==> config.mk <==
export PLATFORM = sky130hd
export DESIGN_NAME = framed_ascii_command_parser_unit_flat
export DESIGN_NICKNAME = d
export VERILOG_FILES = /design/src/rtl/fcp_pkg.sv /design/src/rtl/fcp_if.sv /design/src/rtl/fcp_front.sv /design/src/rtl/fcp_queue.sv /design/src/rtl/fcp_back.sv /design/src/rtl/framed_ascii_command_parser_unit.sv /design/src/flat_wrapper.sv
export SDC_FILE = /design/constraint.sdc
export NUM_CORES = 1
export LEC_CHECK = 0
export BUFFER_PORTS_ARGS = -buffer_cell sky130_fd_sc_hd__buf_2
export CORE_UTILIZATION = 35
export CTS_CLUSTER_SIZE = 25
export DETAILED_ROUTE_END_ITERATION = 12
export PLACE_DENSITY_LB_ADDON = 0.1
export SLEW_MARGIN = 20
export SYNTH_ARGS = -nofsm -noshare
export SYNTH_HDL_FRONTEND = slang
export SYNTH_HIERARCHICAL = 1
export SYNTH_SLANG_ARGS = --single-unit
==> constraint.sdc <==
create_clock -name clk -period 4.5 [get_ports clk]
set_clock_uncertainty 0.2 [all_clocks]
set_input_delay 0.9 -clock clk [delete_from_list [all_inputs] [get_ports clk]]
set_output_delay 0.9 -clock clk [all_outputs]
set_load 0.05 [all_outputs]
==> src/rtl/fcp_pkg.sv <==
// ----------------------------------------------------------------------------
// fcp_pkg
// Shared types and constants of the framed ascii command parser.
// ----------------------------------------------------------------------------
package fcp_pkg;

  localparam int BYTE_W          = 8;
  localparam int CMD_W           = 48;
  localparam int TEXT_CHARS      = CMD_W / BYTE_W;
  localparam int VALUE_W         = 16;
  localparam int SUM_W           = 32;
  localparam int DUTY_W          = 8;
  localparam int STATUS_W        = 3;
  localparam int CFG_IDX_W       = 1;
  localparam int QUEUE_DEPTH     = 2;
  localparam int QUEUE_PTR_W     = $clog2(QUEUE_DEPTH);
  localparam int QUEUE_CNT_W     = $clog2(QUEUE_DEPTH + 1);
  localparam int MAX_FIELD_CHARS = 20;
  localparam int MAX_FIELDS      = 20;

  localparam logic [BYTE_W-1:0] CH_OPEN  = 8'h3C;  // '<'
  localparam logic [BYTE_W-1:0] CH_CLOSE = 8'h3E;  // '>'
  localparam logic [BYTE_W-1:0] CH_COMMA = 8'h2C;  // ','
  localparam logic [BYTE_W-1:0] CH_ZERO  = 8'h30;  // '0'
  localparam logic [BYTE_W-1:0] CH_NINE  = 8'h39;  // '9'
  localparam logic [DUTY_W-1:0] DUTY_FULL = 8'hFF;

  typedef enum logic [CFG_IDX_W-1:0] {
    CFG_OFF_WORD = 1'b0,
    CFG_ON_WORD  = 1'b1
  } cfg_index_t;

  typedef enum logic [STATUS_W-1:0] {
    ST_VALUES_OK = 3'd0,
    ST_SUM_BAD   = 3'd1,
    ST_OFF       = 3'd2,
    ST_ON        = 3'd3,
    ST_UNKNOWN   = 3'd4,
    ST_TOO_MANY  = 3'd5
  } status_t;

  // one classified byte on its way from the front to the back
  typedef struct packed {
    logic [BYTE_W-1:0] data;
    logic [3:0]        digit;
    logic              is_open;
    logic              is_comma;
    logic              is_close;
    logic              is_digit;
    logic              above_nine;
  } token_t;

endpackage

==> src/rtl/fcp_if.sv <==
// ----------------------------------------------------------------------------
// fcp channel interfaces
// Valid/ready channels for received bytes, frame results and register writes.
// ----------------------------------------------------------------------------
interface fcp_byte_if;
  logic                       valid;
  logic                       ready;
  logic [fcp_pkg::BYTE_W-1:0] rx_byte;

  modport source (output valid, output rx_byte, input ready);
  modport sink   (input valid, input rx_byte, output ready);
endinterface

interface fcp_result_if;
  logic                         valid;
  logic                         ready;
  logic [fcp_pkg::STATUS_W-1:0] frame_status;
  logic [fcp_pkg::DUTY_W-1:0]   duty_a;
  logic [fcp_pkg::DUTY_W-1:0]   duty_b;
  logic                         lamp_level;

  modport source (output valid, output frame_status, output duty_a, output duty_b,
                  output lamp_level, input ready);
  modport sink   (input valid, input frame_status, input duty_a, input duty_b,
                  input lamp_level, output ready);
endinterface

interface fcp_cfg_if;
  logic                          valid;
  logic                          ready;
  logic [fcp_pkg::CFG_IDX_W-1:0] index;
  logic [fcp_pkg::CMD_W-1:0]     data;

  modport source (output valid, output index, output data, input ready);
  modport sink   (input valid, input index, input data, output ready);
endinterface

==> src/rtl/fcp_front.sv <==
// ----------------------------------------------------------------------------
// fcp_front
// Accepts received bytes and classifies them into tokens for the queue.
// ----------------------------------------------------------------------------
module fcp_front (
  fcp_byte_if.sink        rx,
  input  logic            queue_full,
  output logic            push,
  output fcp_pkg::token_t push_token
);
  import fcp_pkg::*;

  logic [BYTE_W-1:0] offset;

  assign rx.ready = !queue_full;
  assign push     = rx.valid && !queue_full;
  assign offset   = rx.rx_byte - CH_ZERO;

  always_comb begin
    push_token            = '0;
    push_token.data       = rx.rx_byte;
    push_token.digit      = offset[3:0];
    push_token.is_open    = (rx.rx_byte == CH_OPEN);
    push_token.is_comma   = (rx.rx_byte == CH_COMMA);
    push_token.is_close   = (rx.rx_byte == CH_CLOSE);
    push_token.is_digit   = (rx.rx_byte >= CH_ZERO) && (rx.rx_byte <= CH_NINE);
    push_token.above_nine = (rx.rx_byte > CH_NINE);
  end

endmodule

==> src/rtl/fcp_queue.sv <==
// ----------------------------------------------------------------------------
// fcp_queue
// Two-entry token queue between the classifying front and the frame back.
// ----------------------------------------------------------------------------
module fcp_queue (
  input  logic            clk,
  input  logic            rst,
  input  logic            push,
  input  fcp_pkg::token_t push_token,
  output logic            full,
  input  logic            pop,
  output logic            head_valid,
  output fcp_pkg::token_t head_token
);
  import fcp_pkg::*;

  token_t                 entries [QUEUE_DEPTH];
  logic [QUEUE_PTR_W-1:0] wr_ptr;
  logic [QUEUE_PTR_W-1:0] rd_ptr;
  logic [QUEUE_CNT_W-1:0] count;
  logic [QUEUE_CNT_W-1:0] count_next;

  assign full       = (count == QUEUE_CNT_W'(QUEUE_DEPTH));
  assign head_valid = (count != '0);
  assign head_token = entries[rd_ptr];

  always_comb begin
    count_next = count;
    if (push && !pop) begin
      count_next = count + 1'b1;
    end else if (pop && !push) begin
      count_next = count - 1'b1;
    end
  end

  always_ff @(posedge clk) begin
    if (push) begin
      entries[wr_ptr] <= push_token;
    end
  end

  always_ff @(posedge clk) begin
    if (rst) begin
      wr_ptr <= '0;
      rd_ptr <= '0;
      count  <= '0;
    end else begin
      if (push) begin
        wr_ptr <= wr_ptr + 1'b1;
      end
      if (pop) begin
        rd_ptr <= rd_ptr + 1'b1;
      end
      count <= count_next;
    end
  end

`ifndef ASSERT_OFF
  a_no_overflow: assert property (@(posedge clk) disable iff (rst)
    full |-> !(push && !pop))
    else $error("token pushed into a full queue");
  a_no_underflow: assert property (@(posedge clk) disable iff (rst)
    pop |-> head_valid)
    else $error("token popped from an empty queue");
`endif

endmodule

==> src/rtl/fcp_back.sv <==
// ----------------------------------------------------------------------------
// fcp_back
// Frame state, field conversion, checksum and command match, result register.
// ----------------------------------------------------------------------------
module fcp_back #(
  parameter int MAX_FIELD_CHARS = fcp_pkg::MAX_FIELD_CHARS,
  parameter int MAX_FIELDS      = fcp_pkg::MAX_FIELDS
) (
  input  logic            clk,
  input  logic            rst,
  input  logic            head_valid,
  input  fcp_pkg::token_t head_token,
  output logic            pop,
  fcp_cfg_if.sink         cfg,
  fcp_result_if.source    res
);
  import fcp_pkg::*;

  localparam int LEN_W = $clog2(MAX_FIELD_CHARS + 1);
  localparam int CNT_W = $clog2(MAX_FIELDS + 1);

  logic [CMD_W-1:0]   off_word;
  logic [CMD_W-1:0]   on_word;

  logic               in_frame, in_frame_next;
  logic [LEN_W-1:0]   field_length, field_length_next;
  logic [VALUE_W-1:0] field_number, field_number_next;
  logic               digits_stopped, digits_stopped_next;
  logic [CMD_W-1:0]   field_text, field_text_next;
  logic [CNT_W-1:0]   field_count, field_count_next;
  logic [SUM_W-1:0]   running_sum, running_sum_next;
  logic               command_mode, command_mode_next;
  logic [VALUE_W-1:0] first_value, first_value_next;
  logic [VALUE_W-1:0] second_value, second_value_next;
  logic [DUTY_W-1:0]  duty_a, duty_a_next;
  logic [DUTY_W-1:0]  duty_b, duty_b_next;
  logic               lamp, lamp_next;
  logic               out_valid, out_valid_next;
  status_t            out_status, out_status_next;

  logic               slot_free;
  logic               closing;
  logic               cmd_now;
  logic [VALUE_W-1:0] first_final;
  logic [VALUE_W-1:0] second_final;
  logic               short_text;

  assign cfg.ready = 1'b1;

  assign slot_free = !out_valid || res.ready;
  assign closing   = in_frame && head_token.is_close;
  assign pop       = head_valid && (!closing || slot_free);

  // a byte above '9' opening a field turns the whole frame into a command
  assign cmd_now      = command_mode ||
                        ((field_length == '0) && head_token.above_nine);
  assign first_value_next  = (field_count == CNT_W'(0)) ? field_number : first_value;
  assign second_value_next = (field_count == CNT_W'(1)) ? field_number : second_value;
  assign first_final  = first_value_next;
  assign second_final = second_value_next;
  assign short_text   = (field_length <= LEN_W'(TEXT_CHARS));

  always_comb begin
    in_frame_next       = in_frame;
    field_length_next   = field_length;
    field_number_next   = field_number;
    digits_stopped_next = digits_stopped;
    field_text_next     = field_text;
    field_count_next    = field_count;
    running_sum_next    = running_sum;
    command_mode_next   = command_mode;
    duty_a_next         = duty_a;
    duty_b_next         = duty_b;
    lamp_next           = lamp;
    out_status_next     = out_status;
    out_valid_next      = out_valid && !res.ready;

    if (pop) begin
      if (!in_frame) begin
        if (head_token.is_open) begin
          in_frame_next = 1'b1;
        end
      end else if (head_token.is_comma) begin
        command_mode_next   = cmd_now;
        running_sum_next    = running_sum + SUM_W'(field_number);
        if (field_count < CNT_W'(MAX_FIELDS)) begin
          field_count_next = field_count + 1'b1;
        end
        field_length_next   = '0;
        field_number_next   = '0;
        digits_stopped_next = 1'b0;
        field_text_next     = '0;
      end else if (!head_token.is_close) begin
        command_mode_next = cmd_now;
        if (field_length < LEN_W'(MAX_FIELD_CHARS)) begin
          for (int i = 0; i < TEXT_CHARS; i++) begin
            if (field_length == LEN_W'(i)) begin
              field_text_next[i*BYTE_W +: BYTE_W] = head_token.data;
            end
          end
          if (!digits_stopped && head_token.is_digit) begin
            field_number_next = {field_number[VALUE_W-4:0], 3'b000}
                              + {field_number[VALUE_W-2:0], 1'b0}
                              + VALUE_W'(head_token.digit);
          end else begin
            digits_stopped_next = 1'b1;
          end
          field_length_next = field_length + 1'b1;
        end
      end else begin
        // end of frame: settle the result and clear the frame state
        if (field_count >= CNT_W'(MAX_FIELDS)) begin
          out_status_next = ST_TOO_MANY;
        end else if (cmd_now) begin
          if (short_text && field_text == off_word) begin
            lamp_next       = 1'b1;
            duty_a_next     = '0;
            duty_b_next     = '0;
            out_status_next = ST_OFF;
          end else if (short_text && field_text == on_word) begin
            lamp_next       = 1'b0;
            duty_a_next     = DUTY_FULL;
            duty_b_next     = DUTY_FULL;
            out_status_next = ST_ON;
          end else begin
            out_status_next = ST_UNKNOWN;
          end
        end else if (running_sum == SUM_W'(field_number)) begin
          duty_a_next     = first_final[DUTY_W-1:0];
          duty_b_next     = second_final[DUTY_W-1:0];
          out_status_next = ST_VALUES_OK;
        end else begin
          out_status_next = ST_SUM_BAD;
        end
        out_valid_next      = 1'b1;
        in_frame_next       = 1'b0;
        field_length_next   = '0;
        field_number_next   = '0;
        digits_stopped_next = 1'b0;
        field_text_next     = '0;
        field_count_next    = '0;
        running_sum_next    = '0;
        command_mode_next   = 1'b0;
      end
    end
  end

  always_ff @(posedge clk) begin
    if (rst) begin
      off_word       <= '0;
      on_word        <= '0;
      in_frame       <= 1'b0;
      field_length   <= '0;
      field_number   <= '0;
      digits_stopped <= 1'b0;
      field_text     <= '0;
      field_count    <= '0;
      running_sum    <= '0;
      command_mode   <= 1'b0;
      first_value    <= '0;
      second_value   <= '0;
      duty_a         <= '0;
      duty_b         <= '0;
      lamp           <= 1'b0;
      out_valid      <= 1'b0;
      out_status     <= ST_VALUES_OK;
    end else begin
      if (cfg.valid) begin
        unique case (cfg_index_t'(cfg.index))
          CFG_OFF_WORD: off_word <= cfg.data;
          CFG_ON_WORD:  on_word  <= cfg.data;
          default:      off_word <= off_word;
        endcase
      end
      in_frame       <= in_frame_next;
      field_length   <= field_length_next;
      field_number   <= field_number_next;
      digits_stopped <= digits_stopped_next;
      field_text     <= field_text_next;
      field_count    <= field_count_next;
      running_sum    <= running_sum_next;
      command_mode   <= command_mode_next;
      duty_a         <= duty_a_next;
      duty_b         <= duty_b_next;
      lamp           <= lamp_next;
      out_valid      <= out_valid_next;
      out_status     <= out_status_next;
      // first and second values live only inside a frame
      if (pop && in_frame && head_token.is_comma) begin
        first_value  <= first_value_next;
        second_value <= second_value_next;
      end else if (pop && !in_frame) begin
        first_value  <= '0;
        second_value <= '0;
      end
    end
  end

  assign res.valid        = out_valid;
  assign res.frame_status = out_status;
  assign res.duty_a       = duty_a;
  assign res.duty_b       = duty_b;
  assign res.lamp_level   = lamp;

`ifndef ASSERT_OFF
  a_count_bound: assert property (@(posedge clk) disable iff (rst)
    field_count <= CNT_W'(MAX_FIELDS))
    else $error("field count above its limit");
  a_length_bound: assert property (@(posedge clk) disable iff (rst)
    field_length <= LEN_W'(MAX_FIELD_CHARS))
    else $error("field length above its limit");
  a_idle_clear: assert property (@(posedge clk) disable iff (rst)
    !in_frame |-> (field_count == '0 && running_sum == '0 && !command_mode))
    else $error("frame state left over outside a frame");
  a_no_lost_result: assert property (@(posedge clk) disable iff (rst)
    (out_valid && !res.ready) |=> (out_valid && $stable(out_status)))
    else $error("pending result dropped or changed");
`endif

endmodule

==> src/rtl/framed_ascii_command_parser_unit.sv <==
// ----------------------------------------------------------------------------
// framed_ascii_command_parser_unit
// Parses '<'...'>' framed ascii frames into duty and lamp settings.
// ----------------------------------------------------------------------------
// The block takes one received byte per clock cycle while the queue has room,
// and gives one result per frame closed by '>'. A byte is classified as it is
// accepted and passes through a two-entry queue to the frame stage, which
// updates the field and frame state for one byte per cycle unless a closing
// byte waits; a closing byte's result is held in an output register until
// taken. Input stalls only when the queue fills behind a result that waits.
module framed_ascii_command_parser_unit #(
  parameter int MAX_FIELD_CHARS = fcp_pkg::MAX_FIELD_CHARS,
  parameter int MAX_FIELDS      = fcp_pkg::MAX_FIELDS
) (
  input  logic         clk,
  input  logic         rst,
  fcp_byte_if.sink     rx,
  fcp_cfg_if.sink      cfg,
  fcp_result_if.source frame_out
);
  import fcp_pkg::*;

  logic   push;
  token_t push_token;
  logic   queue_full;
  logic   pop;
  logic   head_valid;
  token_t head_token;

  fcp_front u_front (
    .rx         (rx),
    .queue_full (queue_full),
    .push       (push),
    .push_token (push_token)
  );

  fcp_queue u_queue (
    .clk        (clk),
    .rst        (rst),
    .push       (push),
    .push_token (push_token),
    .full       (queue_full),
    .pop        (pop),
    .head_valid (head_valid),
    .head_token (head_token)
  );

  fcp_back #(
    .MAX_FIELD_CHARS (MAX_FIELD_CHARS),
    .MAX_FIELDS      (MAX_FIELDS)
  ) u_back (
    .clk        (clk),
    .rst        (rst),
    .head_valid (head_valid),
    .head_token (head_token),
    .pop        (pop),
    .cfg        (cfg),
    .res        (frame_out)
  );

endmodule
==> src/flat_wrapper.sv <==
// flat-port wrapper written by rule: the top's interface ports become plain ports
module framed_ascii_command_parser_unit_flat import fcp_pkg::*;
#(
  parameter int MAX_FIELD_CHARS = fcp_pkg::MAX_FIELD_CHARS,
  parameter int MAX_FIELDS      = fcp_pkg::MAX_FIELDS
)
  (clk, rst, rx_valid, rx_rx_byte, rx_ready, cfg_valid, cfg_index, cfg_data, cfg_ready, frame_out_valid, frame_out_frame_status, frame_out_duty_a, frame_out_duty_b, frame_out_lamp_level, frame_out_ready);
  fcp_byte_if rx_i ();
  fcp_cfg_if cfg_i ();
  fcp_result_if frame_out_i ();
  input  logic clk;
  input  logic rst;
  input wire logic [$bits(rx_i.valid)-1:0] rx_valid;
  input wire logic [$bits(rx_i.rx_byte)-1:0] rx_rx_byte;
  output wire logic [$bits(rx_i.ready)-1:0] rx_ready;
  input wire logic [$bits(cfg_i.valid)-1:0] cfg_valid;
  input wire logic [$bits(cfg_i.index)-1:0] cfg_index;
  input wire logic [$bits(cfg_i.data)-1:0] cfg_data;
  output wire logic [$bits(cfg_i.ready)-1:0] cfg_ready;
  output wire logic [$bits(frame_out_i.valid)-1:0] frame_out_valid;
  output wire logic [$bits(frame_out_i.frame_status)-1:0] frame_out_frame_status;
  output wire logic [$bits(frame_out_i.duty_a)-1:0] frame_out_duty_a;
  output wire logic [$bits(frame_out_i.duty_b)-1:0] frame_out_duty_b;
  output wire logic [$bits(frame_out_i.lamp_level)-1:0] frame_out_lamp_level;
  input wire logic [$bits(frame_out_i.ready)-1:0] frame_out_ready;
  assign rx_i.valid = rx_valid;
  assign rx_i.rx_byte = rx_rx_byte;
  assign rx_ready = rx_i.ready;
  assign cfg_i.valid = cfg_valid;
  assign cfg_i.index = cfg_index;
  assign cfg_i.data = cfg_data;
  assign cfg_ready = cfg_i.ready;
  assign frame_out_valid = frame_out_i.valid;
  assign frame_out_frame_status = frame_out_i.frame_status;
  assign frame_out_duty_a = frame_out_i.duty_a;
  assign frame_out_duty_b = frame_out_i.duty_b;
  assign frame_out_lamp_level = frame_out_i.lamp_level;
  assign frame_out_i.ready = frame_out_ready;
  framed_ascii_command_parser_unit #(.MAX_FIELD_CHARS(MAX_FIELD_CHARS), .MAX_FIELDS(MAX_FIELDS)) u_core (.clk(clk), .rst(rst), .rx(rx_i), .cfg(cfg_i), .frame_out(frame_out_i));
endmodule
Yosys cells after proc, flatten, opt, wreduce, memory -nomap -nowiden
Memory sizes are Yosys's and may differ from the RTL's. A register that Yosys moved wholly into a read port is not among the register bits.
Cells that the tools add are included.
{"block": "word_totals", "regBits": 246, "ramBits": 34, "input_bits": 62, "out_inout_bits": 23, "word_cells": 179, "n_memories": 1}
{"block": "classes", "add_sub_neg": 10, "n_lt_le_gt_ge": 7, "eq_ne": 16, "n_mux": 59, "bitwise_logic": 3, "reduce_logical": 58}
{"name": "u_core.u_queue.entries", "depth": 2, "word_bits": 17, "rd": 1, "rd_clocked_by_memory_dff": 1, "wr": 1, "line": "fcp_queue.sv:17", "rtl": "token_t entries [QUEUE_DEPTH];"}
{"operator": "$mux 48", "n": 3}
{"operator": "$mux 8", "n": 17}
{"operator": "$eq 48x48->1", "n": 2}
{"operator": "$mux 16", "n": 4}
{"operator": "$mux 32", "n": 2}
{"operator": "$reduce_and 4->1", "n": 10}
{"operator": "$add 32x16->32", "n": 1}
{"operator": "$eq 32x16->1", "n": 1}
{"operator": "$mux 5", "n": 6}
{"operator": "$eq 8x6->1 const B", "n": 3}
{"operator": "$reduce_bool 3->1", "n": 8}
{"operator": "$mux 1", "n": 21}
{"operator": "$add 16x16->16", "n": 1}
{"operator": "$add 16x4->16", "n": 1}
{"operator": "$logic_and 1x1->1", "n": 14}
{"operator": "$reduce_and 7->1", "n": 2}
{"operator": "$mux 3", "n": 4}
{"operator": "$reduce_bool 2->1", "n": 6}
{"operator": "$add 5x1->5 const B", "n": 2}
{"operator": "$eq 5x1->1 const B", "n": 2}
{"operator": "$eq 5x2->1 const B", "n": 2}
{"operator": "$eq 5x3->1 const B", "n": 2}
{"operator": "$logic_not 5->1", "n": 2}
{"operator": "$lt 5x5->1 const B", "n": 2}
{"operator": "19 further kinds", "n": 35}

Longest topological paths before layout
{"block": "logic_depth", "ltp_word": 7, "ltp_mapped": 14, "mapped_depth_nobuf": 12}

By module
The synthesis kept the hierarchy.
{"mod": "fcp_back", "instances": 1, "cells_each": 1422, "area_each_um2": 11845.1, "seq_area_each_um2": 4844.6}
{"mod": "fcp_queue", "instances": 1, "cells_each": 75, "area_each_um2": 1435.1, "seq_area_each_um2": 1121.1}
{"mod": "fcp_front", "instances": 1, "cells_each": 25, "area_each_um2": 188.9, "seq_area_each_um2": 0.0}

Worst setup path before layout
Ideal clock, no wire load.
{"block": "synth_path", "path_kind": "reg-to-reg", "startpoint": "register with a tool-made name", "endpoint": "register u_core.u_back.field_number[13]", "setup_ns": 0.117, "arrival_ns": 3.151, "required_time_ns": 4.183, "path_slack_ns": 1.033, "path_stages_with_launch": 15, "n_path_buf": 2, "synth_period_minus_slack_ns": 3.467, "cell_sequence": "dfxtp_1 -> buf_2 -> buf_4 -> mux2_2 -> inv_1 -> fa_1 -> inv_1 -> ha_1 -> a211oi_1 -> o21bai_1 -> a31oi_1 -> o21ai_0 -> o41ai_1 -> xnor2_1 -> a22o_1"}
{"element": "to (signal assigned)", "line": "fcp_back.sv:177", "rtl": "field_number <= field_number_next;"}
{"element": "to (decl)", "line": "fcp_back.sv:27", "rtl": "logic [VALUE_W-1:0] field_number, field_number_next;"}

==> results.md <==
* Post-Syn Nets at 1637
* Unrepaired setup endpoints after global routing: no
* First-pass GRT wire length at 58800 um
* Capturing point of the worst reg2reg path: u_core/u_back/field_number[14]
* DRC errors left at 0
* Hold bufs inserted after CTS at 0
* Number of iterations in the first detailed-routing pass at 7
* Global routing's busiest layer: met2
* All-Layer GR Usage at between 10% and 20%
* Critical path capture point type: flip-flop
* Count of buffers added by post-CTS timing repair for setup at 0
* Fill cell count at between 3000 and 4000
* Placement Rows at just over 70
* Floorplan core area at 37800 um2
* Most instantiated flip-flop cell in the synthesis netlist: sky130_fd_sc_hd__dfxtp_1
* H-tree level count at 2
* Hold Path End: u_core/u_back/first_value[1]
* Post-DR wirelength/cell at 17.9 um
* Synth Warn # at 6
* Met2 Usage GRT at 31.4%
* Worst reg2reg path depth at 12
* Final critical-path required period at 3.70 ns
* Synth-to-Final Area Change at 14.9%
* Post-synthesis instance area at 13500 um2
* Detailed-route wire length at 37600 um
* Top cells by area, synth: sky130_fd_sc_hd__dfxtp_1 37%, sky130_fd_sc_hd__edfxtp_1 7.6%, sky130_fd_sc_hd__xnor2_1 7.3%
* Met3 usage at 3.19%
* Hold Violations, Final at 0
* Max FO, Critical Path at 16
* Total of endpoints with negative setup slack in the final report at 0
* Max-Slew Margin vs Limit at between 30% and 40%
* Vias in the first global route at 10219
* TritonCTS Buffers at 35
* Worst setup slack for register-to-register paths at around 0.80 ns
* Post-synth cell types at 60
* Type of the worst setup path: reg -> reg
* Number of antenna violations at the first check in global routing at 0
* Number of buffers inserted by port buffering at 83
* Maximum number of pins on one net before global-route repair at between 100 and 150
* Placed standard-cell area at roughly 14000 um2
* Nets at 1684
* Count of flip-flops with a built-in enable after synthesis at 34
* CP Launch Type: flip-flop
* Overflow left after global routing at 0
* Die X at 198 um
* Avg Synthesized Cell Area at 8.85 um2
* Max-slew violations at 0
* Final clock period utilization by the worst path at 82.2%
* CP arrival at between 3 and 4 ns
* Cell leakage power at 5.91 nW
* Cell taking the most area after synthesis: sky130_fd_sc_hd__dfxtp_1
* Max capacitance violation total at 0
* Total negative slack at 0 ns
* Root buffer cell: sky130_fd_sc_hd__clkbuf_16
* Final cell area excluding filler cells at between 15000 and 20000 um2
* Clock latency of the later-clocked register in the worst-skew pair at 0.55 ns
* Die height at 198 um
* N_diodes at 0
* Run status: finished, final reports clean
* Vias at 10719
* Worst Max-Slew Pin Slew at 0.960 ns
* Share of synthesized area occupied by flip-flops and latches at 44.3%
* Synthesized instance count at 1522
* Number of routed nets with antenna violations at 0
* Fraction of the core area covered by cells at the end of the flow at 41.0%
* Seq cells post-synth at around 280
* Number of cells upsized or downsized after cts at 0
* Share of layout cells above drive strength 1 at 12.0%
* Clock tree from TritonCTS: done
* Via density at roughly 5.1
* Maximum operating frequency at 270 MHz
* Drt first-iter violations at between 600 and 700
* Cell Count, Final, Fillers Out at 2104
* Top cell type's share of synthesized area at 36.7%
* Share of synthesized flip-flops with an asynchronous set or reset at 0%
* Total Die Area at 39300 um2
* Number of placed instances, taps included at 2043
* Worst min-delay path category: reg -> reg
* CTS sink count at about 280
* Clock slew at reported path FFs at 0.06 ns
* Pre-CTS setup slack at 0.833 ns
* GR Util met1 at a little over a quarter
* Required arrival time at the worst endpoint at 4.72 ns
* IR drop worst, VDD at 0.000274 V
* Maximum number of buffers from clock root to sink at 3
* Number of cells on the worst hold path at 2
* Io pins at 85
* Starting utilization of the core area at 35.7%
* Hold wc startpoint: u_core/u_back/first_value[1]
* GPL Wtd Cong at 0.826
* Placed wire-length estimate at roughly 26000 um
* P per Cell Area at 429 nW/um2
* Setup slack after layout at ~0.80 ns
## how the worst max path moves through the flow
stage	depth (start not counted)	start	to	slack, ns
floorplan	14	flip-flop	u_core/u_back/field_number[13]	1.03
detailed placement	12	flip-flop	u_core/u_back/field_number[14]	0.83
finish	12	flip-flop	u_core/u_back/field_number[14]	0.80
global route	12	flip-flop	u_core/u_back/field_number[14]	0.50
global placement	12	flip-flop	u_core/u_back/field_number[14]	0.86
CTS	12	flip-flop	u_core/u_back/field_number[14]	0.81
## cell usage in the layout, fill, tap and decap left out, types with 6 or more instances in the layout
cell	n
sky130_fd_sc_hd__and2_1	16
sky130_fd_sc_hd__and3_1	7
sky130_fd_sc_hd__nor4_1	14
sky130_fd_sc_hd__buf_4	16
sky130_fd_sc_hd__nor3_1	14
sky130_fd_sc_hd__xnor2_1	113
sky130_fd_sc_hd__nand3_1	19
sky130_fd_sc_hd__clkinv_2	6
sky130_fd_sc_hd__nand4_1	36
sky130_fd_sc_hd__a211o_1	16
sky130_fd_sc_hd__a31oi_1	38
sky130_fd_sc_hd__a21oi_1	136
sky130_fd_sc_hd__mux2_2	18
sky130_fd_sc_hd__a22oi_1	10
sky130_fd_sc_hd__nand2b_1	27
sky130_fd_sc_hd__inv_1	18
sky130_fd_sc_hd__a211oi_1	7
sky130_fd_sc_hd__xor2_1	16
sky130_fd_sc_hd__ha_1	50
sky130_fd_sc_hd__dfxtp_1	247
sky130_fd_sc_hd__a22o_1	7
sky130_fd_sc_hd__clkbuf_8	7
sky130_fd_sc_hd__o21bai_1	7
sky130_fd_sc_hd__nand2_1	260
sky130_fd_sc_hd__a21o_1	15
sky130_fd_sc_hd__mux2i_1	49
sky130_fd_sc_hd__nor2_1	135
sky130_fd_sc_hd__buf_2	82
sky130_fd_sc_hd__o21ai_0	54
sky130_fd_sc_hd__clkbuf_16	36
sky130_fd_sc_hd__edfxtp_1	34
## area by class of cell
| class | count | area [um2] | share of cell area (%) |
|---|---|---|---|
| Tap cell | 511 | 639 | 4.13 |
| Clock inverter | 15 | 176 | 1.14 |
| Inverter | 18 | 67.6 | 0.437 |
| Sequential cell | 281 | 5970 | 38.5 |
| Timing Repair Buffer | 100 | 562 | 3.63 |
| Multi-Input combinational cell | 1133 | 7060 | 45.6 |
| Clock buffer | 46 | 1010 | 6.52 |
## metal layers
metal	wire, um	share of wire [%]
met5	0	0
met4	836	2.2
met1	18100	48
met3	1240	3.3
met2	17400	46
## worst max-delay path: stages (launching register included)
cell	delay [ns]
sky130_fd_sc_hd__dfxtp_1	0.33
sky130_fd_sc_hd__buf_4	0.25
sky130_fd_sc_hd__mux2_2	0.39
sky130_fd_sc_hd__ha_1	0.30
sky130_fd_sc_hd__ha_1	0.24
sky130_fd_sc_hd__fa_1	0.43
sky130_fd_sc_hd__a211oi_1	0.25
sky130_fd_sc_hd__o21bai_1	0.15
sky130_fd_sc_hd__a31oi_1	0.23
sky130_fd_sc_hd__o21ai_0	0.18
sky130_fd_sc_hd__o41ai_1	0.33
sky130_fd_sc_hd__mux2i_1	0.13
sky130_fd_sc_hd__a21o_1	0.16
## cells in the mapped netlist (all sizes together) (34+ instances only)
cell type / n
a21oi: 137
a31oi: 39
clkbuf: 68
dfxtp: 247
edfxtp: 34
ha: 50
mux2i: 49
nand2: 260
nand4: 36
nor2: 135
o21ai: 56
xnor2: 113
## sequential cells by signal, indices dropped and copies added, names as in the netlist, named ones only
name and count:
u_core/u_back/res.duty_a 8, u_core/u_back/res.valid 1, u_core/u_back/field_number 16, u_core/u_back/in_frame 1, u_core/u_back/res.duty_b 8, u_core/u_back/second_value 8, u_core/u_back/field_count 5, u_core/u_back/running_sum 32
u_core/u_back/field_length 5, u_core/u_back/field_text 48, u_core/u_back/off_word 48, u_core/u_queue/wr_ptr 1, u_core/u_back/digits_stopped 1, u_core/u_back/first_value 8, u_core/u_back/res.frame_status 3, u_core/u_queue/entries 34
u_core/u_queue/rd_ptr 1, u_core/u_back/command_mode 1, u_core/u_queue/count 2, u_core/u_back/res.lamp_level 1, u_core/u_back/on_word 48
## cell families (layout without fill, tap and decap cells)
group	Yosys count	after routing	share of synthesized area [%]
buf+inv	108	179	3.46
fa+ha+maj	53	53	5.09
compound gates	321	321	14.7
xor+xnor	129	129	8.39
simple gates	562	562	18.9
flops	281	281	44.3
other cells	1	1	0.0278
mux	67	67	5.15
## stage by stage
stage / power (W) / hold slack (ns)
final: 0.00664 / 0.252
after detailed placement: 0.00382 / 0.242
after CTS: 0.00675 / 0.255
after global placement: 0.00381 / 0.235
after global routing: 0.00693 / 0.284
after floorplan: 0.00347 / 0.224
## power by group
part / internal, W / total [W] / switching, W / leakage, nW
clock: 0.00176 / 0.00288 / 0.00113 / 0.580
combinational: 0.000350 / 0.00101 / 0.000661 / 3.01
sequential: 0.00267 / 0.00275 / 0.0000743 / 2.32
Power figures use the tool's default switching activity.
